## src/hw/rtl/afbe_pkg.sv

```systemverilog
`timescale 1ns / 1ps

package afbe_pkg;

   localparam logic [7:0] START_DELIM = 8'h7E;
   localparam logic [7:0] ESCAPE_MARK = 8'h7D;
   localparam logic [7:0] XON_CODE    = 8'h11;
   localparam logic [7:0] XOFF_CODE   = 8'h13;
   localparam logic [7:0] FLIP_MASK   = 8'h20;

   localparam logic DIR_ESCAPE   = 1'b0;
   localparam logic DIR_UNESCAPE = 1'b1;

   localparam int QUEUE_DEPTH = 2;
   localparam int QUEUE_AW    = $clog2(QUEUE_DEPTH);

   // One queued operation: the final byte, and whether the escape mark goes first.
   typedef struct packed {
      logic [7:0] data;
      logic       stuff;
   } op_type;

   function automatic logic needs_stuffing(input logic [7:0] b);
      return (b == START_DELIM) || (b == ESCAPE_MARK) || (b == XON_CODE) || (b == XOFF_CODE);
   endfunction

endpackage

```

## src/hw/rtl/afbe_if.sv

```systemverilog
`timescale 1ns / 1ps

interface afbe_req_if;
   logic       valid;
   logic       ready;
   logic [7:0] in_byte;
   logic       frame_start;

   modport source (output valid, output in_byte, output frame_start, input ready);
   modport sink (input valid, input in_byte, input frame_start, output ready);
endinterface

interface afbe_rsp_if;
   logic       valid;
   logic       ready;
   logic [7:0] out_byte;
   logic       run_last;

   modport source (output valid, output out_byte, output run_last, input ready);
   modport sink (input valid, input out_byte, input run_last, output ready);
endinterface

```

## src/hw/rtl/afbe_front.sv

```systemverilog
`timescale 1ns / 1ps

module afbe_front import afbe_pkg::*; (
   input  logic       clock,
   input  logic       reset,
   input  logic       csr_write_enable,
   input  logic       csr_write_data,
   input  logic       in_valid,
   output logic       in_ready,
   input  logic [7:0] in_byte,
   input  logic       frame_start,
   input  logic       queue_full,
   output logic       push,
   output op_type     push_op
);

   logic direction_ff, direction_in;
   logic pending_ff, pending_in;
   logic accept;
   logic swallow;

   assign in_ready = !queue_full;
   assign accept   = in_valid && in_ready;

   always_comb begin
      pending_in   = pending_ff;
      swallow      = 1'b0;
      push_op.data  = in_byte;
      push_op.stuff = 1'b0;
      if (frame_start) begin
         pending_in = 1'b0;
      end else if (direction_ff == DIR_ESCAPE) begin
         pending_in    = 1'b0;
         push_op.stuff = needs_stuffing(in_byte);
         if (push_op.stuff) begin
            push_op.data = in_byte ^ FLIP_MASK;
         end
      end else if (pending_ff) begin
         pending_in   = 1'b0;
         push_op.data = in_byte ^ FLIP_MASK;
      end else if (in_byte == ESCAPE_MARK) begin
         pending_in = 1'b1;
         swallow    = 1'b1;
      end
   end

   assign push         = accept && !swallow;
   assign direction_in = csr_write_enable ? csr_write_data : direction_ff;

   always_ff @(posedge clock) begin
      if (reset) begin
         direction_ff <= DIR_ESCAPE;
         pending_ff   <= 1'b0;
      end else begin
         direction_ff <= direction_in;
         if (accept) begin
            pending_ff <= pending_in;
         end
      end
   end

endmodule

```

## src/hw/rtl/afbe_queue.sv

```systemverilog
`timescale 1ns / 1ps

module afbe_queue import afbe_pkg::*; (
   input  logic   clock,
   input  logic   reset,
   input  logic   push,
   input  op_type push_op,
   output logic   full,
   input  logic   pop,
   output logic   empty,
   output op_type head_op
);

   op_type                slot_ff [QUEUE_DEPTH];
   logic [QUEUE_AW-1:0]   wr_ptr_ff, rd_ptr_ff;
   logic [QUEUE_AW:0]     count_ff;

   assign full    = (count_ff == (QUEUE_AW+1)'(QUEUE_DEPTH));
   assign empty   = (count_ff == '0);
   assign head_op = slot_ff[rd_ptr_ff];

   always_ff @(posedge clock) begin
      if (push) begin
         slot_ff[wr_ptr_ff] <= push_op;
      end
   end

   always_ff @(posedge clock) begin
      if (reset) begin
         wr_ptr_ff <= '0;
         rd_ptr_ff <= '0;
         count_ff  <= '0;
      end else begin
         if (push) begin
            wr_ptr_ff <= (wr_ptr_ff == QUEUE_AW'(QUEUE_DEPTH - 1)) ? '0 : wr_ptr_ff + 1'b1;
         end
         if (pop) begin
            rd_ptr_ff <= (rd_ptr_ff == QUEUE_AW'(QUEUE_DEPTH - 1)) ? '0 : rd_ptr_ff + 1'b1;
         end
         if (push && !pop) begin
            count_ff <= count_ff + 1'b1;
         end else if (pop && !push) begin
            count_ff <= count_ff - 1'b1;
         end
      end
   end

endmodule

```

## src/hw/rtl/afbe_back.sv

```systemverilog
`timescale 1ns / 1ps

module afbe_back import afbe_pkg::*; (
   input  logic       clock,
   input  logic       reset,
   input  logic       empty,
   input  op_type     head_op,
   output logic       pop,
   output logic       out_valid,
   input  logic       out_ready,
   output logic [7:0] out_byte,
   output logic       run_last
);

   logic       valid_ff, valid_in;
   logic       half_ff, half_in;
   logic [7:0] byte_ff, byte_in;
   logic       last_ff, last_in;
   logic       load;

   assign load = !valid_ff || out_ready;

   always_comb begin
      valid_in = valid_ff;
      half_in  = half_ff;
      byte_in  = byte_ff;
      last_in  = last_ff;
      pop      = 1'b0;
      if (load) begin
         valid_in = !empty;
         if (!empty) begin
            if (head_op.stuff && !half_ff) begin
               byte_in = ESCAPE_MARK;
               last_in = 1'b0;
               half_in = 1'b1;
            end else begin
               byte_in = head_op.data;
               last_in = 1'b1;
               half_in = 1'b0;
               pop     = 1'b1;
            end
         end
      end
   end

   always_ff @(posedge clock) begin
      if (reset) begin
         valid_ff <= 1'b0;
         half_ff  <= 1'b0;
      end else begin
         valid_ff <= valid_in;
         half_ff  <= half_in;
      end
   end

   always_ff @(posedge clock) begin
      byte_ff <= byte_in;
      last_ff <= last_in;
   end

   assign out_valid = valid_ff;
   assign out_byte  = byte_ff;
   assign run_last  = last_ff;

endmodule

```

## src/hw/rtl/api_frame_byte_escaper_top.sv

```systemverilog
`timescale 1ns / 1ps

// Channel   Direction  Words carried
// req_bus   in         in_byte, frame_start
// rsp_bus   out        out_byte, run_last
// csr_*     in         direction, one bit, written by enable
//
// Each input word is taken while the queue is not full; an escaped byte leaves as two output words.
// Output runs at one word per cycle while ready; a stuffed byte puts its escape mark first.
// Input reaches the output through the two-entry queue and the output register.
// Reset is synchronous and clears the direction, the pending flag, the queue and the output.
// Input stalls only when the queue is full; output stalls hold accepted work in the queue.

module api_frame_byte_escaper_top import afbe_pkg::*; (
   input  logic       clock,
   input  logic       reset,
   input  logic       csr_write_enable,
   input  logic       csr_write_data,
   afbe_req_if.sink   req_bus,
   afbe_rsp_if.source rsp_bus
);

   logic   push, pop, full, empty;
   op_type push_op, head_op;

   afbe_front u_front (
      .clock            (clock),
      .reset            (reset),
      .csr_write_enable (csr_write_enable),
      .csr_write_data   (csr_write_data),
      .in_valid         (req_bus.valid),
      .in_ready         (req_bus.ready),
      .in_byte          (req_bus.in_byte),
      .frame_start      (req_bus.frame_start),
      .queue_full       (full),
      .push             (push),
      .push_op          (push_op)
   );

   afbe_queue u_queue (
      .clock   (clock),
      .reset   (reset),
      .push    (push),
      .push_op (push_op),
      .full    (full),
      .pop     (pop),
      .empty   (empty),
      .head_op (head_op)
   );

   afbe_back u_back (
      .clock     (clock),
      .reset     (reset),
      .empty     (empty),
      .head_op   (head_op),
      .pop       (pop),
      .out_valid (rsp_bus.valid),
      .out_ready (rsp_bus.ready),
      .out_byte  (rsp_bus.out_byte),
      .run_last  (rsp_bus.run_last)
   );

endmodule

```

## src/flat_wrapper.sv

```systemverilog
// flat-port wrapper written by rule: the top's interface ports become plain ports
module api_frame_byte_escaper_top_flat import afbe_pkg::*;
  (clock, reset, csr_write_enable, csr_write_data, req_bus_valid, req_bus_in_byte, req_bus_frame_start, req_bus_ready, rsp_bus_valid, rsp_bus_out_byte, rsp_bus_run_last, rsp_bus_ready);
  afbe_req_if req_bus_i ();
  afbe_rsp_if rsp_bus_i ();
  input  logic clock;
  input  logic reset;
  input  logic csr_write_enable;
  input  logic csr_write_data;
  input wire logic [$bits(req_bus_i.valid)-1:0] req_bus_valid;
  input wire logic [$bits(req_bus_i.in_byte)-1:0] req_bus_in_byte;
  input wire logic [$bits(req_bus_i.frame_start)-1:0] req_bus_frame_start;
  output wire logic [$bits(req_bus_i.ready)-1:0] req_bus_ready;
  output wire logic [$bits(rsp_bus_i.valid)-1:0] rsp_bus_valid;
  output wire logic [$bits(rsp_bus_i.out_byte)-1:0] rsp_bus_out_byte;
  output wire logic [$bits(rsp_bus_i.run_last)-1:0] rsp_bus_run_last;
  input wire logic [$bits(rsp_bus_i.ready)-1:0] rsp_bus_ready;
  assign req_bus_i.valid = req_bus_valid;
  assign req_bus_i.in_byte = req_bus_in_byte;
  assign req_bus_i.frame_start = req_bus_frame_start;
  assign req_bus_ready = req_bus_i.ready;
  assign rsp_bus_valid = rsp_bus_i.valid;
  assign rsp_bus_out_byte = rsp_bus_i.out_byte;
  assign rsp_bus_run_last = rsp_bus_i.run_last;
  assign rsp_bus_i.ready = rsp_bus_ready;
  api_frame_byte_escaper_top u_core (.clock(clock), .reset(reset), .csr_write_enable(csr_write_enable), .csr_write_data(csr_write_data), .req_bus(req_bus_i), .rsp_bus(rsp_bus_i));
endmodule
```

## config.mk

```make
export PLATFORM = sky130hd
export DESIGN_NAME = api_frame_byte_escaper_top_flat
export DESIGN_NICKNAME = d
export VERILOG_FILES = /design/src/hw/rtl/afbe_pkg.sv /design/src/hw/rtl/afbe_if.sv /design/src/hw/rtl/afbe_front.sv /design/src/hw/rtl/afbe_queue.sv /design/src/hw/rtl/afbe_back.sv /design/src/hw/rtl/api_frame_byte_escaper_top.sv /design/src/flat_wrapper.sv
export SDC_FILE = /design/constraint.sdc
export NUM_CORES = 1
export LEC_CHECK = 0
export BUFFER_PORTS_ARGS = -buffer_cell sky130_fd_sc_hd__buf_2
export CORE_AREA = 2 2 79 51
export DETAILED_ROUTE_END_ITERATION = 10
export DIE_AREA = 0 0 81 53
export PLACE_DENSITY = 0.76
export RECOVER_POWER = 100
export SYNTH_ARGS = -nofsm -noshare
export SYNTH_HDL_FRONTEND = slang
export SYNTH_HIERARCHICAL = 1
export SYNTH_SLANG_ARGS = --single-unit
export TNS_END_PERCENT = 100
```

## constraint.sdc

```tcl
create_clock -name clock -period 2 [get_ports clock]
set_input_delay 0.1 -clock clock [delete_from_list [all_inputs] [get_ports clock]]
set_output_delay 0.1 -clock clock [all_outputs]
set_load 0.05 [all_outputs]
```

==> Word-level counts from Yosys, hierarchy flattened <==
Memory sizes are Yosys's and may differ from the RTL's. A register that Yosys moved wholly into a read port is not among the register bits.
Index checks and enable logic that the tools add are counted.
{ "classes": {"n_addsub": 4, "multipliers": 0, "n_div": 0, "magnitude_cmp": 0, "n_eq_ne": 5, "shift": 0, "mux": 21, "bitwise_logic": 2, "n_reduce_logical": 19} }
{ "ops": {"columns": ["cell", "count"], "rows": [
  ["two-way mux 6 bit", 3],
  ["equality test 8 x 5 -> 1 bit (second input constant)", 2],
  ["equality test 8 x 7 -> 1 bit (second input constant)", 2],
  ["two-way mux 1 bit", 15],
  ["zero test 1 bit", 7],
  ["two-way mux 7 bit", 1],
  ["logical AND 1 bit", 5],
  ["logical OR 1 bit", 4],
  ["two-way mux 2 bit", 2],
  ["adder 1 bit (second input constant)", 2],
  ["adder 2 x 1 -> 2 bit (second input constant)", 1],
  ["equality test 2 bit (second input constant)", 1],
  ["zero test 2 bit", 1],
  ["inverter 1 bit", 2],
  ["AND reduction 2 bit", 1],
  ["nonzero test 2 bit", 1],
  ["subtractor 2 x 1 -> 2 bit (second input constant)", 1]
]} }
{ "word_totals": {"reg_bits": 17, "latchBits": 0, "mem_bits_rw": 18, "romBits": 0, "in_bits": 15, "output_inout_bits": 11, "elab_cells": 61, "memories": 1} }
{ "memory_table": {"columns": ["name", "depth", "word_bits", "rd", "rd_ports_with_merged_regs", "wr", "line", "rtl"], "rows": [
  ["u_core.u_queue.slot_ff", 2, 9, 1, 1, 1, "afbe_queue.sv:14", "op_type slot_ff [QUEUE_DEPTH];"]
]} }

==> Longest topological paths before layout <==
{ "depth": {"ltp_word": 11, "depth_mapped": 10} }

==> Modules after synthesis <==
The synthesis kept the hierarchy.
{ "modules_own_cells": {"columns": ["mod", "instances", "cells_per_inst", "area_each_um2"], "rows": [
  ["afbe_queue", 1, 50, 854.6],
  ["afbe_back", 1, 29, 420.4],
  ["afbe_front", 1, 32, 269.0]
]} }

==> Worst setup path after synthesis <==
Ideal clock, no wire load.
{ "synth_path": {"kind": "flip-flop to flip-flop", "startpoint": "reg u_core.u_back.valid_ff, in the netlist u_core/u_back/out_valid", "endpoint": "reg u_core.u_queue.count_ff[1]", "setup_ns": 0.070, "arrival_time_ns": 2.138, "t_required_ns": 1.930, "slack_ns": -0.208, "path_stages_with_launch": 8, "path_buffers": 0, "synth_period_minus_slack_ns": 2.208, "path_cell_list": "dfxtp_1 nor2b_4 nor2_1 and2_1 inv_1 ha_1 or3_1 a21oi_1"} }
{ "synth_via": {"elab_chain_len": 6, "word_cells_on_any_way": 8, "cone_classes": "2 x mux; 6 x reduce/logical"} }
{ "synth_rtl": {"columns": ["element", "line", "rtl"], "rows": [
  ["start: declaration", "afbe_back.sv:15", "logic valid_ff, valid_in;"],
  ["start signal: assignment", "afbe_back.sv:51", "valid_ff <= valid_in;"],
  ["zero test 1 bit *", "afbe_back.sv:21", "assign load = !valid_ff || out_ready;"],
  ["logical OR 1 bit *", "afbe_back.sv:21", null],
  ["two-way mux 1 bit *", "afbe_back.sv:29", "if (load) begin"],
  ["net u_core.pop", "api_frame_byte_escaper_top.sv:23", "logic push, pop, full, empty;"],
  ["zero test 1 bit", "afbe_queue.sv:40", "if (push && !pop) begin"],
  ["logical AND 1 bit", "afbe_queue.sv:40", null],
  ["two-way mux 2 bit or nonzero test 2 bit (tied branches)", null, null],
  ["end signal: assignment", "afbe_queue.sv:41", "count_ff <= count_ff + 1'b1;"],
  ["end signal: assignment", "afbe_queue.sv:43", "count_ff <= count_ff - 1'b1;"],
  ["end: declaration", "afbe_queue.sv:16", "logic [QUEUE_AW:0] count_ff;"]
]} }
Mark *: on every way through the listed nets, which the timed path passes. The rest lies on a longest branch.
A chain may end at the register's enable or synchronous reset.

==> Worst setup path in the final report <==
{ "layout_path": {"startpoint": "reg u_core.u_front.direction_ff", "endpoint": "reg u_core.u_queue.count_ff[1]"} }
{ "layout_via": {"elab_chain_len": 7, "word_cells_on_any_way": 9, "cone_classes": "3 x mux; 6 x reduce/logical"} }
{ "layout_rtl": {"columns": ["element", "line", "rtl"], "rows": [
  ["start: declaration", "afbe_front.sv:17", "logic direction_ff, direction_in;"],
  ["start signal: assignment", "afbe_front.sv:55", "direction_ff <= direction_in;"],
  ["two-way mux 1 bit *", "afbe_front.sv:32", "end else if (direction_ff == DIR_ESCAPE) begin"],
  ["two-way mux 1 bit *", "afbe_front.sv:30", "if (frame_start) begin"],
  ["zero test 1 bit *", "afbe_front.sv:47", "assign push = accept && !swallow;"],
  ["logical AND 1 bit *", "afbe_front.sv:47", null],
  ["net u_core.push", "api_frame_byte_escaper_top.sv:23", null],
  ["zero test 1 bit", "afbe_queue.sv:42", "end else if (pop && !push) begin"],
  ["logical AND 1 bit", "afbe_queue.sv:42", null],
  ["nonzero test 2 bit (no source line)", null, null]
]} }
Marks and branches as above.

==> impl_metrics.py <==
metrics = {
    "min_path": {
        "min-delay-start": "req_bus_in_byte[7]",
        "hold_depth": 1,
        "min_to": "u_core/u_queue/slot_ff[0][8]",
        "hp-class": "primary input to flop",
    },
    "timing": {
        "slew_violations": 0,
        "fin_ws_ns": 0.108,
        "timing.setup.tns_ns": 0,
        "fin_crit_sh": 0.946,
        "hold_viol": 0,
        "fin_worst_skew_ns": 0.00848,
        "worst_pin_slew_ns": 0.603,
        "rsz0062_at_grt": "no",
        "setup_viol": 0,
        "slew_headroom": 0.599,
        "layout_min_cycle_time_ns": 1.89,
        "fmax_mhz": 529,
    },
    "placed_design": {
        "hpwl_mm": 1.81,
        "post-place-ws_ns": -0.0334,
        "io_buffers": 25,
        "place_congestion": 0.803,
    },
    "drt": {
        "drt_iter0_markers": 28,
        "wl_per_cell_um": 13.5,
        "detailroute.via_count": 882,
        "drcViolationCount": 0,
        "via_per_inst": 4.72,
        "wirelength_mm": 2.52,
        "ant_nets": 0,
        "drtPass1Iterations": 6,
    },
    "logic_synthesis": {
        "synth_nets": 127,
        "syn_area_per_cell_um2": 13.9,
        "synthTopCellsByArea": "edfxtp_1 (53%), dfxtp_1 (12%), mux2_2 (6.6%)",
        "yosysWarnings": 6,
        "ys_ff_latch": 36,
        "synthesis.area_mm2": 0.00154,
        "seq_area_frac_synth": 0.642,
        "synth_top_area_frac": 0.525,
        "synth_top_area_cell": "edfxtp_1",
        "synthDistinctLibCells": 28,
        "syn-instance-count": 111,
    },
    "floorplan": {
        "initial_utilization": 0.437,
        "die_x_um": 81,
        "die_h_um": 53,
        "dieArea_mm2": 0.00429,
        "ioPinCount": 26,
        "core-area_mm2": 0.00353,
        "num_rows": 17,
    },
    "worst_setup_path": {
        "regToRegSetupSlack_ns": 0.11,
        "start_kind": "flop",
        "r2r_end": "u_core/u_queue/count_ff[1]",
        "critPathCaptureType": "flop",
        "rr_startpoint": "u_core/u_front/direction_ff",
        "cp_max_fo": 7,
        "crit_type": "flop to flop",
        "cp.required_ns": 2.22,
        "cp.arrival_ns": 2.11,
        "reg2regPathDepth": 6,
    },
    "clocking": {
        "cts-root-buf": "clkbuf_8",
        "path_clk_slew_ns": 0.07,
        "clock_path_buffers": 2,
        "tritoncts": "yes",
        "cts_buffers": 5,
        "hold_buffers": 0,
        "cts-htree-levels": 2,
        "clock_sinks": 36,
        "clk_latency_ns": 0.28,
    },
    "cells_and_area": {
        "final_util": 0.509,
        "n_fill_cell": 333,
        "diodes": 0,
        "areaGrowthSynthToFinish_pct": 16.4,
        "nets": 155,
        "drive_gt1_frac": 0.243,
    },
    "power_and_ir_drop": {
        "power.leakage_uw": 0.000626,
        "vdd_drop_max_uv": 654,
        "power_density_mw_per_mm2": 1460,
    },
    "global_route": {
        "grt_pass1_vias": 872,
        "grt_pass1_wl_mm": 4.02,
        "grt_usage": 0.135,
        "antenna_found_initial": 0,
        "grt-ovfl-total": 0,
        "grt_start_max_net_pins": 12,
    },
    "run_status": {
        "status": "complete, no violations",
    },
    "flow_run": {
        "cap_violations": 0,
    },
}
sequential cells by signal, summed over array words and instances, names as in the netlist, named ones only:
signal                       flops
u_core/u_back/out_valid          1
u_core/u_queue/wr_ptr_ff         1
u_core/u_back/run_last           1
u_core/u_front/pending_ff        1
u_core/u_back/out_byte           8
u_core/u_queue/count_ff          2
u_core/u_queue/rd_ptr_ff         1
u_core/u_queue/slot_ff          18
u_core/u_front/direction_ff      1
u_core/u_back/half_ff            1
layer usage:
metal / vias up / wire [µm] / part of all wire / track usage
met2: 27 / 1060 / 0.42 / 0.193
met3: 5 / 176 / 0.070 / 0.0546
li1: 444 / - / - / -
met5: - / 0 / 0 / 0
met4: 0 / 42 / 0.017 / 0.0876
met1: 406 / 1250 / 0.49 / 0.170
worst max path at each step:
stage                                            from                            to  depth (start not counted)  slack (ns)
after floorplan                                  flop    u_core/u_queue/count_ff[1]                          9       0.003
after global placement     u_core/u_queue/count_ff[0]  u_core/u_queue/slot_ff[1][8]                          5        0.05
after detailed placement   u_core/u_queue/count_ff[0]  u_core/u_queue/slot_ff[1][8]                          5       -0.03
after CTS                  u_core/u_queue/count_ff[0]    u_core/u_queue/count_ff[1]                          6        0.04
after global routing      u_core/u_front/direction_ff    u_core/u_queue/count_ff[1]                          6       0.003
final                     u_core/u_front/direction_ff    u_core/u_queue/count_ff[1]                          6        0.11
critical path, cell delays in order (launching register included):
cell and delay [ns]:
dfxtp_1 0.43, nand4bb_1 0.21, nor4_4 0.29, nor2b_4 0.08
ha_1 0.34, or3_1 0.35, a21oi_1 0.14
layout by cell type (no fill, tap or decap), types with 3 or more instances in the layout:
| master | instances |
|---|---|
| edfxtp_1 | 27 |
| clkbuf_1 | 20 |
| dfxtp_1 | 9 |
| mux2_2 | 9 |
| buf_2 | 8 |
| nand2b_1 | 8 |
| nor2_1 | 8 |
| clkbuf_8 | 5 |
| inv_1 | 3 |
| a21oi_1 | 3 |
| o21ai_0 | 3 |
| xnor2_1 | 3 |
| nor2b_1 | 3 |
| mux2i_1 | 3 |
| buf_4 | 3 |
kinds of logic after synthesis:
group / count (synthesis) / share of synthesized area
compound gates: 8 / 0.0308
simple gates: 37 / 0.158
buf+inv: 12 / 0.0478
fa+ha+maj: 1 / 0.00810
xor+xnor: 5 / 0.0284
mux: 12 / 0.0851
flops: 36 / 0.642
where the power goes:
group          internal, µW  switching [µW]  leakage (µW)  total (µW)
Clock                   370             241     0.0000552         611
Sequential             1040            61.9      0.000325        1100
Combinational           294             617      0.000246         911
through the flow:
| stage | cell area (µm²) | std cells | total power (µW) | hold slack, ns |
|---|---|---|---|---|
| global route | 1800 | 187 | 2770 | 0.0428 |
| finish | 1800 | 187 | 2620 | 0.0547 |
| floorplan | 1570 | 111 | 1860 | 0.169 |
| CTS | 1810 | 186 | 2660 | 0.0144 |
| global placement | 1700 | 178 | 2020 | 0.303 |
| detailed placement | 1700 | 178 | 2050 | 0.311 |
cell usage after synthesis:
cell type  count
edfxtp_1      27
dfxtp_1        9
mux2_2         9
nor2_1         9
nand2b_1       8
buf_4          7
nor2b_1        5
and2_1         4
a21oi_1        3
inv_1          3
mux2i_1        3
o21ai_0        3
xnor2_1        3
nor4_1         2
or3_1          2
xor2_1         2
a32oi_1        1
and2b_2        1
buf_2          1
clkbuf_2       1
ha_1           1
nand3_1        1
nand4_2        1
nand4bb_1      1
nor2b_4        1
nor4_2         1
nor4b_2        1
o2bb2ai_1      1
cell type report:
cell class,count,area (µm²),share of cell area
clock buffer,6,72.6,0.0404
timing repair buffer,30,134,0.0745
clock inverter,2,35.0,0.0195
tap,47,58.8,0.0327
sequential,36,991,0.552
inverter,3,11.3,0.00627
multi-input combinational,63,494,0.275
what timing repair did:
item,in CTS,in global routing
gates resized for setup,1,4
setup buffers,0,1
gates cloned,0,0
pin swaps,0,1
endpoints found under the setup margin,9,19
Note: power is estimated with default switching activity, not from simulation.
